`config.mk`:
```
export PLATFORM = sky130hd
export DESIGN_NAME = sbb_front_flat
export DESIGN_NICKNAME = d
export VERILOG_FILES = /design/src/hw/rtl/sbb_pkg.sv /design/src/hw/rtl/sbb_in_if.sv /design/src/hw/rtl/sbb_front.sv /design/src/flat_wrapper.sv
export SDC_FILE = /design/constraint.sdc
export NUM_CORES = 1
export LEC_CHECK = 0
export BUFFER_PORTS_ARGS = -buffer_cell sky130_fd_sc_hd__buf_2
export CAP_MARGIN = 30
export CORE_ASPECT_RATIO = 1.25
export CORE_MARGIN = 8
export CORE_UTILIZATION = 42
export DETAILED_ROUTE_END_ITERATION = 8
export GPL_TIMING_DRIVEN = 0
export SETUP_SLACK_MARGIN = 0.1
export SKIP_LAST_GASP = 1
export SYNTH_ARGS = -nofsm -noshare
export SYNTH_HDL_FRONTEND = slang
export SYNTH_SLANG_ARGS = --single-unit
export TNS_END_PERCENT = 1
```
`constraint.sdc`:
```
create_clock -name i_clk -period 5.8 [get_ports i_clk]
set_input_delay 0.87 -clock i_clk [delete_from_list [all_inputs] [get_ports i_clk]]
set_output_delay 0.87 -clock i_clk [all_outputs]
set_load 0.01 [all_outputs]
```
`src/hw/rtl/sbb_pkg.sv`:
```
// Shared types, constants and the divide-by-five helper of the separable box blur.
`timescale 1ns / 1ps

package sbb_pkg;

    // Line store geometry and field widths.
    localparam int MAX_WIDTH   = 1024;
    localparam int STORED_ROWS = 4;
    localparam int COL_W       = 10;
    localparam int ROW_W       = 12;
    localparam int ADDR_W      = $clog2(MAX_WIDTH);
    localparam int LANE_W      = $clog2(STORED_ROWS);
    localparam int SUM_W       = 11;
    localparam int CFG_DATA_W  = 13;
    localparam int CFG_IDX_W   = 1;

    // Frame size limits, stored as last column and last row and as plain sizes.
    localparam logic [COL_W-1:0] WIDTH_LAST_RESET  = COL_W'(639);
    localparam logic [ROW_W-1:0] HEIGHT_LAST_RESET = ROW_W'(479);
    localparam logic [COL_W-1:0] WIDTH_LAST_MIN    = COL_W'(4);
    localparam logic [COL_W-1:0] WIDTH_LAST_MAX    = COL_W'(MAX_WIDTH - 1);
    localparam logic [ROW_W-1:0] HEIGHT_LAST_MIN   = ROW_W'(4);
    localparam logic [ROW_W-1:0] HEIGHT_LAST_MAX   = ROW_W'(4095);
    localparam logic [10:0]      WIDTH_MIN         = 11'd5;
    localparam logic [10:0]      WIDTH_MAX         = 11'(MAX_WIDTH);
    localparam logic [12:0]      HEIGHT_MIN        = 13'd5;
    localparam logic [12:0]      HEIGHT_MAX        = 13'd4096;

    // Configuration register indexes.
    localparam logic [CFG_IDX_W-1:0] CFG_FRAME_WIDTH  = 1'b0;
    localparam logic [CFG_IDX_W-1:0] CFG_FRAME_HEIGHT = 1'b1;

    // Reciprocal of five: floor(s * 1639 / 8192) equals floor(s / 5) for s below 1280.
    localparam int DIV5_MUL   = 1639;
    localparam int DIV5_SHIFT = 13;
    localparam int PROD_W     = SUM_W + 11;

    // How a result value is formed from the line store word.
    typedef enum logic [1:0] {
        K_VBLUR,
        K_STORE,
        K_PASS
    } t_kind;

    typedef struct packed {
        logic [7:0] red;
        logic [7:0] green;
        logic [7:0] blue;
    } t_rgb;

    // One word of the line store: the same column of all stored rows.
    typedef t_rgb [STORED_ROWS-1:0] t_word;

    // One request to the line store stage: a column, an output row and its handling.
    typedef struct packed {
        logic [COL_W-1:0]  col;
        logic [ROW_W-1:0]  row;
        t_rgb              hval;
        t_kind             kind;
        logic [LANE_W-1:0] lane_wr;
        logic              write;
        logic              emit;
        logic              last;
    } t_req;

    function automatic logic [7:0] div5(input logic [SUM_W-1:0] sum);
        logic [PROD_W-1:0] prod;
        prod = PROD_W'(sum) * PROD_W'(DIV5_MUL);
        return prod[DIV5_SHIFT+7:DIV5_SHIFT];
    endfunction

endpackage

```
`src/hw/rtl/sbb_in_if.sv`:
```
// Pixel input channel: one RGB pixel per beat.
`timescale 1ns / 1ps

interface sbb_in_if;
    logic       valid;
    logic       ready;
    logic [7:0] in_red;
    logic [7:0] in_green;
    logic [7:0] in_blue;

    modport source (output valid, output in_red, output in_green, output in_blue,
                    input ready);
    modport sink   (input valid, input in_red, input in_green, input in_blue,
                    output ready);
endinterface

```
`src/hw/rtl/sbb_front.sv`:
```
// Front end: pixel window, raster counters, horizontal sums and the request sequencer.
`timescale 1ns / 1ps

module sbb_front (
    input  logic                               i_clk,
    input  logic                               i_rst_n,
    sbb_in_if.sink                             i_pix,
    input  logic                               i_cfg_we,
    input  logic [sbb_pkg::CFG_IDX_W-1:0]      i_cfg_index,
    input  logic [sbb_pkg::CFG_DATA_W-1:0]     i_cfg_data,
    output sbb_pkg::t_req                      o_req,
    output logic                               o_req_valid,
    input  logic                               i_req_ready
);
    import sbb_pkg::*;

    typedef struct packed {
        logic [SUM_W-1:0] red;
        logic [SUM_W-1:0] green;
        logic [SUM_W-1:0] blue;
    } t_sum;

    // Frame geometry and raster position.
    logic [COL_W-1:0] r_w_last, n_w_last;
    logic [ROW_W-1:0] r_h_last, n_h_last;
    logic [COL_W-1:0] r_col;
    logic [ROW_W-1:0] r_row;
    t_rgb             r_win [4];

    // Pixel group: the columns and rows that one accepted pixel makes known.
    logic              r_g_valid;
    logic [COL_W-1:0]  r_g_x0;
    logic              r_g_three;
    logic [ROW_W-1:0]  r_g_y0;
    logic [1:0]        r_g_nrow;
    t_kind             r_g_kind0;
    logic [LANE_W-1:0] r_g_lane;
    logic              r_g_pass0;
    t_sum              r_g_s0;
    t_rgb              r_g_h1;
    t_rgb              r_g_h2;
    logic [1:0]        r_g_j;
    logic [1:0]        r_g_k;

    t_rgb       cur;
    t_sum       sum;
    logic       pix_fire;
    logic       g_fire;
    logic       g_done;
    logic [1:0] klast;
    logic [1:0] jlast;
    logic       makes_cols;
    logic [1:0] nrow;
    logic       pass0;
    t_rgb       hval0;

    assign cur = '{red: i_pix.in_red, green: i_pix.in_green, blue: i_pix.in_blue};

    // Five-tap sums of the current row, oldest window entry first.
    assign sum.red   = SUM_W'(r_win[0].red) + SUM_W'(r_win[1].red) + SUM_W'(r_win[2].red)
                     + SUM_W'(r_win[3].red) + SUM_W'(cur.red);
    assign sum.green = SUM_W'(r_win[0].green) + SUM_W'(r_win[1].green)
                     + SUM_W'(r_win[2].green) + SUM_W'(r_win[3].green) + SUM_W'(cur.green);
    assign sum.blue  = SUM_W'(r_win[0].blue) + SUM_W'(r_win[1].blue) + SUM_W'(r_win[2].blue)
                     + SUM_W'(r_win[3].blue) + SUM_W'(cur.blue);

    // Group sequencing: columns inner, rows outer.
    assign klast  = r_g_three ? 2'd2 : 2'd0;
    assign jlast  = (r_g_nrow == 2'd0) ? 2'd0 : r_g_nrow - 2'd1;
    assign g_done = (r_g_k == klast) && (r_g_j == jlast);
    assign g_fire = r_g_valid && i_req_ready;

    // A new pixel is taken while the group register is free or on its final beat.
    assign i_pix.ready = !r_g_valid || (g_fire && g_done);
    assign pix_fire    = i_pix.valid && i_pix.ready;

    // What the pixel at the current position makes known.
    assign makes_cols = (r_col >= COL_W'(2));
    assign pass0      = (r_col < COL_W'(4));
    always_comb begin
        if (r_row < ROW_W'(2)) begin
            nrow = 2'd0;
        end else if (r_row == r_h_last) begin
            nrow = 2'd3;
        end else begin
            nrow = 2'd1;
        end
    end

    // Clamp configuration values into last column and last row.
    always_comb begin
        n_w_last = r_w_last;
        n_h_last = r_h_last;
        if (i_cfg_we && i_cfg_index == CFG_FRAME_WIDTH) begin
            if (i_cfg_data[10:0] < WIDTH_MIN) begin
                n_w_last = WIDTH_LAST_MIN;
            end else if (i_cfg_data[10:0] > WIDTH_MAX) begin
                n_w_last = WIDTH_LAST_MAX;
            end else begin
                n_w_last = COL_W'(i_cfg_data[10:0] - 11'd1);
            end
        end
        if (i_cfg_we && i_cfg_index == CFG_FRAME_HEIGHT) begin
            if (i_cfg_data < HEIGHT_MIN) begin
                n_h_last = HEIGHT_LAST_MIN;
            end else if (i_cfg_data > HEIGHT_MAX) begin
                n_h_last = HEIGHT_LAST_MAX;
            end else begin
                n_h_last = ROW_W'(i_cfg_data - 13'd1);
            end
        end
    end

    // Geometry and raster counters; a register write restarts the frame.
    always_ff @(posedge i_clk) begin
        if (!i_rst_n) begin
            r_w_last <= WIDTH_LAST_RESET;
            r_h_last <= HEIGHT_LAST_RESET;
            r_col    <= '0;
            r_row    <= '0;
        end else if (i_cfg_we) begin
            r_w_last <= n_w_last;
            r_h_last <= n_h_last;
            r_col    <= '0;
            r_row    <= '0;
        end else if (pix_fire) begin
            if (r_col == r_w_last) begin
                r_col <= '0;
                r_row <= (r_row == r_h_last) ? '0 : r_row + ROW_W'(1);
            end else begin
                r_col <= r_col + COL_W'(1);
            end
        end
    end

    // Window of the four previous pixels of the row.
    always_ff @(posedge i_clk) begin
        if (pix_fire) begin
            r_win[0] <= r_win[1];
            r_win[1] <= r_win[2];
            r_win[2] <= r_win[3];
            r_win[3] <= cur;
        end
    end

    // Group control.
    always_ff @(posedge i_clk) begin
        if (!i_rst_n) begin
            r_g_valid <= 1'b0;
            r_g_j     <= '0;
            r_g_k     <= '0;
        end else if (pix_fire && makes_cols) begin
            r_g_valid <= 1'b1;
            r_g_j     <= '0;
            r_g_k     <= '0;
        end else if (g_fire) begin
            if (g_done) begin
                r_g_valid <= 1'b0;
            end else if (r_g_k == klast) begin
                r_g_k <= '0;
                r_g_j <= r_g_j + 2'd1;
            end else begin
                r_g_k <= r_g_k + 2'd1;
            end
        end
    end

    // Group payload captured with the pixel.
    always_ff @(posedge i_clk) begin
        if (pix_fire && makes_cols) begin
            r_g_x0    <= r_col - COL_W'(2);
            r_g_three <= (r_col == r_w_last);
            r_g_y0    <= r_row - ROW_W'(2);
            r_g_nrow  <= nrow;
            r_g_kind0 <= (r_row < ROW_W'(4)) ? K_STORE : K_VBLUR;
            r_g_lane  <= r_row[LANE_W-1:0];
            r_g_pass0 <= pass0;
            r_g_s0    <= pass0 ? t_sum'{red:   SUM_W'(r_win[2].red),
                                        green: SUM_W'(r_win[2].green),
                                        blue:  SUM_W'(r_win[2].blue)} : sum;
            r_g_h1    <= r_win[3];
            r_g_h2    <= cur;
        end
    end

    // Horizontal result of the first column of the group.
    always_comb begin
        if (r_g_pass0) begin
            hval0 = '{red: r_g_s0.red[7:0], green: r_g_s0.green[7:0],
                      blue: r_g_s0.blue[7:0]};
        end else begin
            hval0 = '{red: div5(r_g_s0.red), green: div5(r_g_s0.green),
                      blue: div5(r_g_s0.blue)};
        end
    end

    // Request for the current column and row of the group.
    always_comb begin
        o_req.col     = r_g_x0 + COL_W'(r_g_k);
        o_req.row     = r_g_y0 + ROW_W'(r_g_j);
        o_req.lane_wr = r_g_lane;
        o_req.write   = (r_g_j == 2'd0);
        o_req.emit    = (r_g_nrow != 2'd0);
        o_req.last    = (r_g_nrow != 2'd0) && g_done;
        case (r_g_k)
            2'd0:    o_req.hval = hval0;
            2'd1:    o_req.hval = r_g_h1;
            default: o_req.hval = r_g_h2;
        endcase
        unique case (r_g_j)
            2'd0:    o_req.kind = r_g_kind0;
            2'd1:    o_req.kind = K_STORE;
            default: o_req.kind = K_PASS;
        endcase
    end

    assign o_req_valid = r_g_valid;

    // The raster position never passes the frame edge.
    a_col_in_frame: assert property (@(posedge i_clk) disable iff (!i_rst_n)
        r_col <= r_w_last)
        else $error("column counter beyond last column");

    a_row_in_frame: assert property (@(posedge i_clk) disable iff (!i_rst_n)
        r_row <= r_h_last)
        else $error("row counter beyond last row");

    // A pixel never overwrites a group that still has beats to send.
    a_group_free: assert property (@(posedge i_clk) disable iff (!i_rst_n)
        pix_fire && makes_cols |-> !r_g_valid || (g_fire && g_done))
        else $error("pixel group overwritten");

endmodule

```
`src/flat_wrapper.sv`:
```
// flat-port wrapper written by rule: the top's interface ports become plain ports
module sbb_front_flat import sbb_pkg::*;
  (i_clk, i_rst_n, i_cfg_we, i_cfg_index, i_cfg_data, o_req, o_req_valid, i_req_ready, i_pix_valid, i_pix_in_red, i_pix_in_green, i_pix_in_blue, i_pix_ready);
  sbb_in_if i_pix_i ();
  input  logic i_clk;
  input  logic i_rst_n;
  input  logic i_cfg_we;
  input  logic [sbb_pkg::CFG_IDX_W-1:0] i_cfg_index;
  input  logic [sbb_pkg::CFG_DATA_W-1:0] i_cfg_data;
  output sbb_pkg::t_req o_req;
  output logic o_req_valid;
  input  logic i_req_ready;
  input wire logic [$bits(i_pix_i.valid)-1:0] i_pix_valid;
  input wire logic [$bits(i_pix_i.in_red)-1:0] i_pix_in_red;
  input wire logic [$bits(i_pix_i.in_green)-1:0] i_pix_in_green;
  input wire logic [$bits(i_pix_i.in_blue)-1:0] i_pix_in_blue;
  output wire logic [$bits(i_pix_i.ready)-1:0] i_pix_ready;
  assign i_pix_i.valid = i_pix_valid;
  assign i_pix_i.in_red = i_pix_in_red;
  assign i_pix_i.in_green = i_pix_in_green;
  assign i_pix_i.in_blue = i_pix_in_blue;
  assign i_pix_ready = i_pix_i.ready;
  sbb_front u_core (.i_clk(i_clk), .i_rst_n(i_rst_n), .i_pix(i_pix_i), .i_cfg_we(i_cfg_we), .i_cfg_index(i_cfg_index), .i_cfg_data(i_cfg_data), .o_req(o_req), .o_req_valid(o_req_valid), .i_req_ready(i_req_ready));
endmodule
```
# Word-level counts from Yosys, hierarchy flattened
# Memory sizes are Yosys's and may differ from the RTL's.
# Index checks and enable logic that the tools add are counted.
[word_totals]
input_bits = 43
latchBits = 0
ramBits = 96
out_inout_bits = 55
elab_cells = 114
reg_bits = 160
n_memories = 1
rom_bits = 0
[memory_table]
columns = ["memory", "depth", "word_bits", "read_ports", "rd_ports_with_merged_regs", "write_ports", "line", "rtl"]
rows = [
  ["u_core.r_win", 4, 24, 4, 0, 4, "sbb_front.sv:28", "t_rgb r_win [4];"],
]
[classes]
addsub = 23
n_div = 0
muxes = 20
shifts = 0
reduce_logical = 24
n_bitwise = 3
magnitude_cmp = 8
eq_ne = 6
n_mul = 3
[ops]
columns = ["op", "count"]
rows = [
  ["11-bit by 8-bit adder with 11-bit output", 9],
  ["11-bit by 11-bit multiplier with 21-bit output (second input constant)", 3],
  ["24-bit case mux with 2 select lines", 1],
  ["12-bit two-way mux", 3],
  ["10-bit two-way mux", 3],
  ["30-bit two-way mux", 1],
  ["8-bit by 8-bit adder with 9-bit output", 3],
  ["24-bit two-way mux", 1],
  ["13-bit > comparator (second input constant)", 1],
  ["13-bit by 3-bit less-than comparator with 1-bit output (second input constant)", 1],
  ["12-bit by 1-bit adder with 12-bit output (second input constant)", 1],
  ["12-bit by 2-bit adder with 12-bit output", 1],
  ["12-bit equality test", 1],
  ["12-bit by 2-bit less-than comparator with 1-bit output (second input constant)", 1],
  ["12-bit by 3-bit less-than comparator with 1-bit output (second input constant)", 1],
  ["12-bit by 1-bit subtractor with 12-bit output (second input constant)", 1],
  ["12-bit by 2-bit subtractor with 12-bit output (second input constant)", 1],
  ["11-bit > comparator (second input constant)", 1],
  ["11-bit by 3-bit less-than comparator with 1-bit output (second input constant)", 1],
  ["10-bit by 1-bit adder with 10-bit output (second input constant)", 1],
  ["10-bit by 2-bit adder with 10-bit output", 1],
  ["10-bit equality test", 1],
  ["10-bit by 2-bit greater-or-equal comparator with 1-bit output (second input constant)", 1],
  ["10-bit by 3-bit less-than comparator with 1-bit output (second input constant)", 1],
  ["18 further kinds", 47],
]

# Logic depth before layout (Yosys ltp)
# Gate-level depths: netlist of run 1.
[logic_depth]
ltp_word = 10
mapped_depth = 18
ltp_nobuf = 18

# Worst setup path after synthesis of run 1
# Ideal clock, no wire load.
[synth_timing]
kind = "register -> output"
from = "register u_core.r_g_s0[1] in the netlist's numbering"
to = "output port o_req[11] in the netlist's numbering"
t_required_ns = 4.930
setup_slack_ns = 0.373
stages_incl_launch_ff = 18
t_arrival_ns = 4.557
n_path_buf = 0
cell_sequence = "edfxtp_1 ha_1 xor2_1 ha_1 fa_1 fa_1 inv_1 fa_1 inv_1 ha_1 a21oi_1 nor3b_2 o21ai_2 a2111oi_4 nor2_1 a21oi_1 xor2_1 o21ai_1"
[synth_lines]
columns = ["element", "line", "rtl"]
rows = [
  ["from (decl)", "sbb_front.sv:39", "t_sum r_g_s0;"],
  ["from (signal assigned)", "sbb_front.sv:178", "r_g_s0 <= pass0 ? t_sum'{red: SUM_W'(r_win[2].red),"],
  ["to (decl)", "flat_wrapper.sv:10", "output sbb_pkg::t_req o_req;"],
]

==> out/metrics.cfg, run 1 <==
[sta]
fmax_mhz = 162
timing.final.crit_share_pct = 106
hold_viol_final = 0
finClkSkew_ns = 0.0106
worst_pin_slew_ns = 0.848
setup_violations = 24
tns_ns = -6.43
layout_min_cycle_time_ns = 6.17
max_slew_margin_pct = 43.5
grt_setup_unrepaired = yes
maxSlewViolCount = 0
fin_ws_ns = -0.371

[worst_setup_path]
start_kind = flip-flop
path_class = flip-flop to output pin
cp.arrival_ns = 5.30
path_max_fanout = 3
end_kind = output pin
required_ns = 4.93
rr_worst_depth = 16

[floorplanning]
row_count = 89
pin_count = 98
die_h_um = 259
die_x_um = 210
die_area_mm2 = 0.0545
initial_core_util_pct = 42.2
core_mm2 = 0.0470

[min_path]
whs_path_depth = 0
hold_class = flip-flop to flip-flop

[global_routing]
grt_max_degree = 105
grt_pass1_vias = 14200
gr-total-overflow = 0
met3_usage_pct = 2.67
use_met1_pct = 20.0
use_met2_pct = 31.5
busiest_layer = met2
track_usage_pct = 17.1
antenna_found_initial = 4
grt_pass1_wl_mm = 74.1

[logic_synthesis]
synthCells = 1828
synth_seq_cells = 254
synth-edff-count = 205
synth.distinct_cells = 68
avgSynthCellArea_um2 = 10.9
seq_area_frac_synth_pct = 35.9
netlist_area_mm2 = 0.0199
async_flop_share_pct = 0
synth_flop_cell = edfxtp_1
yosysWarnings = 0
syn-num-nets = 2289

[clocking]
cts_hold_buf = 0
cts_tree = built
cts_made_buffers = 28
cts-htree-levels = 1
cts.path.max_buffers = 3
cts_sinks = 254
path_clk_slew_ns = 0.07
clock-root-buffer = clkbuf_16
clock_latency_ns = 0.55

[placed_design]
gp_congestion = 0.924
place_hpwl_mm = 35.9
io_buffers = 97
place_ws_ns = -0.285

[route]
first_pass_iters = 8
viasPerCell = 5.04
wire_per_inst_um = 17.4
vias = 13400
drt_iter0_drc = 779
finalWirelength_mm = 46.1
final_antenna_net_count = 0
drc = 0

[layout]
final_nets = 2456
drive_gt1_share_pct = 13.1
utilization_pct = 48.8
synthToLayoutAreaGrowth_pct = 15.4

[pwr]
p_leak_nw = 10.3
irDropWorstVdd_mv = 0.182
power_w = 0.00555
power_density_mw_per_mm2 = 242

[outcome]
outcome = complete, but fails checks
violations = negative setup slack

[job]
drv_cap = 0

-- state kept, by name (all words and copies together), names as in the netlist --
register	count
u_core.r_win	96
u_core.r_g_s0	33
u_core.r_g_h1	24
u_core.r_g_h2	24
u_core.r_h_last	12
u_core.r_row	12
u_core.r_g_y0	11
u_core.r_col	10
u_core.r_g_x0	10
u_core.r_w_last	10
u_core.r_g_j	2
u_core.r_g_k	2
u_core.r_g_lane	2
u_core.r_g_nrow	2
u_core.o_req_valid	1
u_core.r_g_kind0	1
u_core.r_g_pass0	1
u_core.r_g_three	1
-- layout make-up --
| type | instances | area (um^2) |
|---|---|---|
| fill | 4313 | 24100 |
| buffer | 37 | 160 |
| clock inverter | 20 | 290 |
| multi-input combinational | 1155 | 11500 |
| tap | 637 | 797 |
| timing repair buffer | 138 | 845 |
| inverter | 381 | 1430 |
| clock buffer | 32 | 737 |
| sequential | 254 | 7140 |
| antenna | 1 | 2.50 |
-- layer usage --
layer  wire (um)  vias up
met4        1560        6
met5          35        -
met3        1880       86
met2       23600      244
met1       19100     6571
li1            -     6474
-- final timing paths --
kind	startpoint	to	slack [ns]
min reg2reg	u_core.r_win[2][12]$_DFFE_PP_	u_core.r_win[1][12]$_DFFE_PP_	0.44
min	u_core.r_win[2][12]$_DFFE_PP_	u_core.r_win[1][12]$_DFFE_PP_	0.44
max reg2reg	u_core.r_win[1][1]$_DFFE_PP_	u_core.r_g_s0[9]$_SDFFCE_PP0P_	1.51
max	u_core.r_g_s0[1]$_DFFE_PP_	o_req[14]	-0.37
-- cell usage in the layout, fill, tap and decap left out, types with 26 or more instances in the layout --
master       n
a21o_1      27
a21oi_1     90
buf_2       99
buf_4       37
clkbuf_1    34
clkbuf_16   29
dfxtp_1     49
edfxtp_1   205
fa_1       152
ha_1       245
inv_1      376
nand2_1     75
nand3_1     26
nor2_1      82
o21ai_0     54
xnor2_1     87
xor2_1      64
-- report_power, final --
part / internal, W / total, W / switching, W / leakage [nW]
Combinational: 0.000665 / 0.00148 / 0.000819 / 7.52
Clock: 0.00123 / 0.00198 / 0.000758 / 0.502
Sequential: 0.00203 / 0.00208 / 0.0000440 / 2.29
Total: 0.00393 / 0.00555 / 0.00162 / 10.3
-- through the flow --
step | cells | area (um^2) | hold WS (ns)
after floorplan | 1828 | 19900 | 0.426
after global placement | 2562 | 21100 | 0.433
after detailed placement | 2563 | 21200 | 0.437
after CTS | 2648 | 22800 | 0.446
after global routing | 2654 | 22900 | 0.462
final | 2655 | 22900 | 0.444
-- worst max-delay path: stages (launching register included) --
cell       delay [ns]
edfxtp_1         0.47
buf_6            0.16
ha_4             0.21
xor2_1           0.16
ha_1             0.31
fa_1             0.46
fa_1             0.49
inv_1            0.05
fa_1             0.48
inv_2            0.04
ha_4             0.22
a21oi_4          0.13
nor3b_4          0.25
o21ai_4          0.13
a2111oi_4        0.44
o31ai_2          0.14
a21oi_2          0.19
xnor2_2          0.09
o21ai_2          0.16
buf_2            0.16
-- cell usage after synthesis, types with 27 or more instances --
cell type | n | share of area [%]
clkbuf_1 | 32 | 0.61
a21oi_1 | 95 | 2.4
o21ai_0 | 61 | 1.5
xor2_1 | 64 | 2.8
nor2_1 | 83 | 1.6
xnor2_1 | 88 | 3.9
fa_1 | 152 | 15
nand2_1 | 75 | 1.4
inv_1 | 380 | 7.2
a21o_1 | 27 | 1.0
edfxtp_1 | 205 | 31
dfxtp_1 | 49 | 4.9
ha_1 | 266 | 17
nand3_1 | 27 | 0.68
-- kinds of logic (layout without fill, tap and decap cells) --
kind of cell               Yosys count  count (layout)  share of synthesized area [%]
adders and majority gates          418             418                           32.1
xor gates and xnor gates           152             152                           6.71
muxes                                5               5                          0.252
AOI/OAI and AO/OA                  285             285                           9.41
and+or+nand+nor                    295             295                           7.57
buffers and inverters              419             608                           8.03
DFF                                254             254                           35.9
other                                0               1                              0
-- timing repair --
| item | CTS | global route |
|---|---|---|
| setup endpoints to repair | 24 | 24 |
| setup buffers | 34 | 5 |
| cloned | 0 | 0 |
| gates resized for setup | 59 | 6 |
| pin swaps | 43 | 13 |
No activity file was read; power rests on OpenSTA's default activity.
==> run 2, diff against run 1 <==
--- a/config.mk
+++ b/config.mk
@@ -10,9 +10,12 @@
 export CORE_ASPECT_RATIO = 1.25
 export CORE_MARGIN = 8
 export CORE_UTILIZATION = 42
+export CTS_BUF_LIST = sky130_fd_sc_hd__clkbuf_8
 export DETAILED_ROUTE_END_ITERATION = 8
 export GPL_TIMING_DRIVEN = 0
+export HOLD_SLACK_MARGIN = 0.12
 export SETUP_SLACK_MARGIN = 0.1
+export SKIP_CTS_REPAIR_TIMING = 1
 export SKIP_LAST_GASP = 1
 export SYNTH_ARGS = -nofsm -noshare
 export SYNTH_HDL_FRONTEND = slang
==> out/metrics.cfg, run 2 (synthesis gave the netlist of run 1 again) <==
[route]
vias = 13400
finalWirelength_mm = 46.0
wire_per_inst_um = 17.1
final_antenna_net_count = 0
drt_iter0_drc = 718
viasPerCell = 4.99
drc = 0
first_pass_iters = 7

[placed_design]
place_hpwl_mm = 35.9
place_inst = 2563
place_ws_ns = -0.285
gp_congestion = 0.924
io_buffers = 97

[outcome]
violations = negative setup slack
outcome = complete, but fails checks

[sta]
layout_min_cycle_time_ns = 6.26
grt_setup_unrepaired = yes
fmax_mhz = 160
setup_violations = 23
hold_viol_final = 0
max_slew_margin_pct = 43.8
finClkSkew_ns = 0.0375
hold_ws_ns = 0.413
worst_pin_slew_ns = 0.843
tns_ns = -7.10
maxSlewViolCount = 0
fin_ws_ns = -0.463
timing.final.crit_share_pct = 108

[layout]
final_nets = 2480
stdcell_count = 2692
largest_reg_flops = 96
final_cell_mix = 387 x inv_1, 249 x ha_1, 205 x edfxtp_1, 152 x fa_1, 100 x buf_2
nFillCells = 4344
drive_gt1_share_pct = 13.7
synthToLayoutAreaGrowth_pct = 14.7
reg_top3 = u_core.r_win (96), u_core.r_g_s0 (33)
largest-register = u_core.r_win
final_common_cell = inv_1

[worst_setup_path]
path_class = flip-flop to output pin
required_ns = 4.93
path_depth = 18
end_kind = output pin
crit_buf_inv = 3
start_kind = flip-flop
crit_chain = ha_4 > xor2_1 > ha_1 > fa_1 > fa_1 > inv_1 > fa_1 > inv_2 > ha_4 > a21oi_4 > nor3b_4 > o21ai_4 > a2111oi_4 > nor2_2 > a21oi_2 > xor2_1 > o21ai_1 > buf_2
rr_worst_depth = 16
cp_common_cell = fa_1
cp.arrival_ns = 5.39
critical_path.max_stage_delay_ns = 0.54
crit_slowest_cell = edfxtp_1
reg2reg_slack_ns = 1.49
crit_family = adder cells
path_max_fanout = 5

[floorplanning]
die_h_um = 259
initial_core_util_pct = 42.2
pin_count = 98
die_x_um = 210
die_area_mm2 = 0.0545
core_mm2 = 0.0470
row_count = 89

[clocking]
cts_sinks = 254
clock-root-buffer = clkbuf_8
path_clk_slew_ns = 0.07
cts.path.max_buffers = 3
cts-htree-levels = 2
cts_tree = built
clock_latency_ns = 0.58
cts_made_buffers = 44

[min_path]
whs_path_depth = 0
hold_class = flip-flop to flip-flop

[pwr]
power_density_mw_per_mm2 = 228
irDropWorstVdd_mv = 0.153
p_leak_nw = 10.3

[job]
drv_cap = 0

[global_routing]
track_usage_pct = 16.7
grt_max_degree = 105
grt_pass1_vias = 14100
grt_pass1_wl_mm = 72.4
gr-total-overflow = 0
antenna_found_initial = 4

## run 2: layer usage
layer / GRT usage [%] / up-vias / part of all wire, %
li1: - / 6532 / -
met1: 19.5 / 6584 / 42
met2: 31.0 / 238 / 52
met3: 2.73 / 74 / 4.2
met4: 5.29 / 6 / 2.6
met5: 0 / - / 0.076
## run 2: area by class of cell
class	count	area (um^2)	share of cell area [%]
multi-input combinational	1155	11500	50.4
sequential	254	7140	31.3
inverter	381	1430	6.29
timing repair buffer	145	886	3.89
tap	637	797	3.50
clock buffer	49	674	2.96
clock inverter	32	195	0.857
buffer	38	165	0.725
antenna	1	2.50	0.0110
## run 2: power by group
part / leakage (nW) / total, W / internal (W) / switching, W
combinational: 7.55 / 0.00149 / 0.000665 / 0.000820
clock: 0.486 / 0.00163 / 0.000868 / 0.000763
sequential: 2.29 / 0.00208 / 0.00204 / 0.0000445
## run 2: worst paths after layout
path,startpoint,end
worst max-delay path,u_core.r_g_s0[1]$_DFFE_PP_,o_req[11]
worst min register to register,u_core.r_win[2][12]$_DFFE_PP_,u_core.r_win[1][12]$_DFFE_PP_
worst max register to register,u_core.r_win[1][1]$_DFFE_PP_,u_core.r_g_s0[9]$_SDFFCE_PP0P_
worst min-delay path,u_core.r_win[2][12]$_DFFE_PP_,u_core.r_win[1][12]$_DFFE_PP_
## run 2: metrics by stage
step	util [%]	cell area, um^2	total power [W]
floorplan	-	19900	0.00321
global placement	45.0	21100	0.00349
detailed placement	45.0	21200	0.00353
CTS	46.9	22000	0.00519
global route	48.5	22800	0.00554
finish	48.5	22800	0.00520
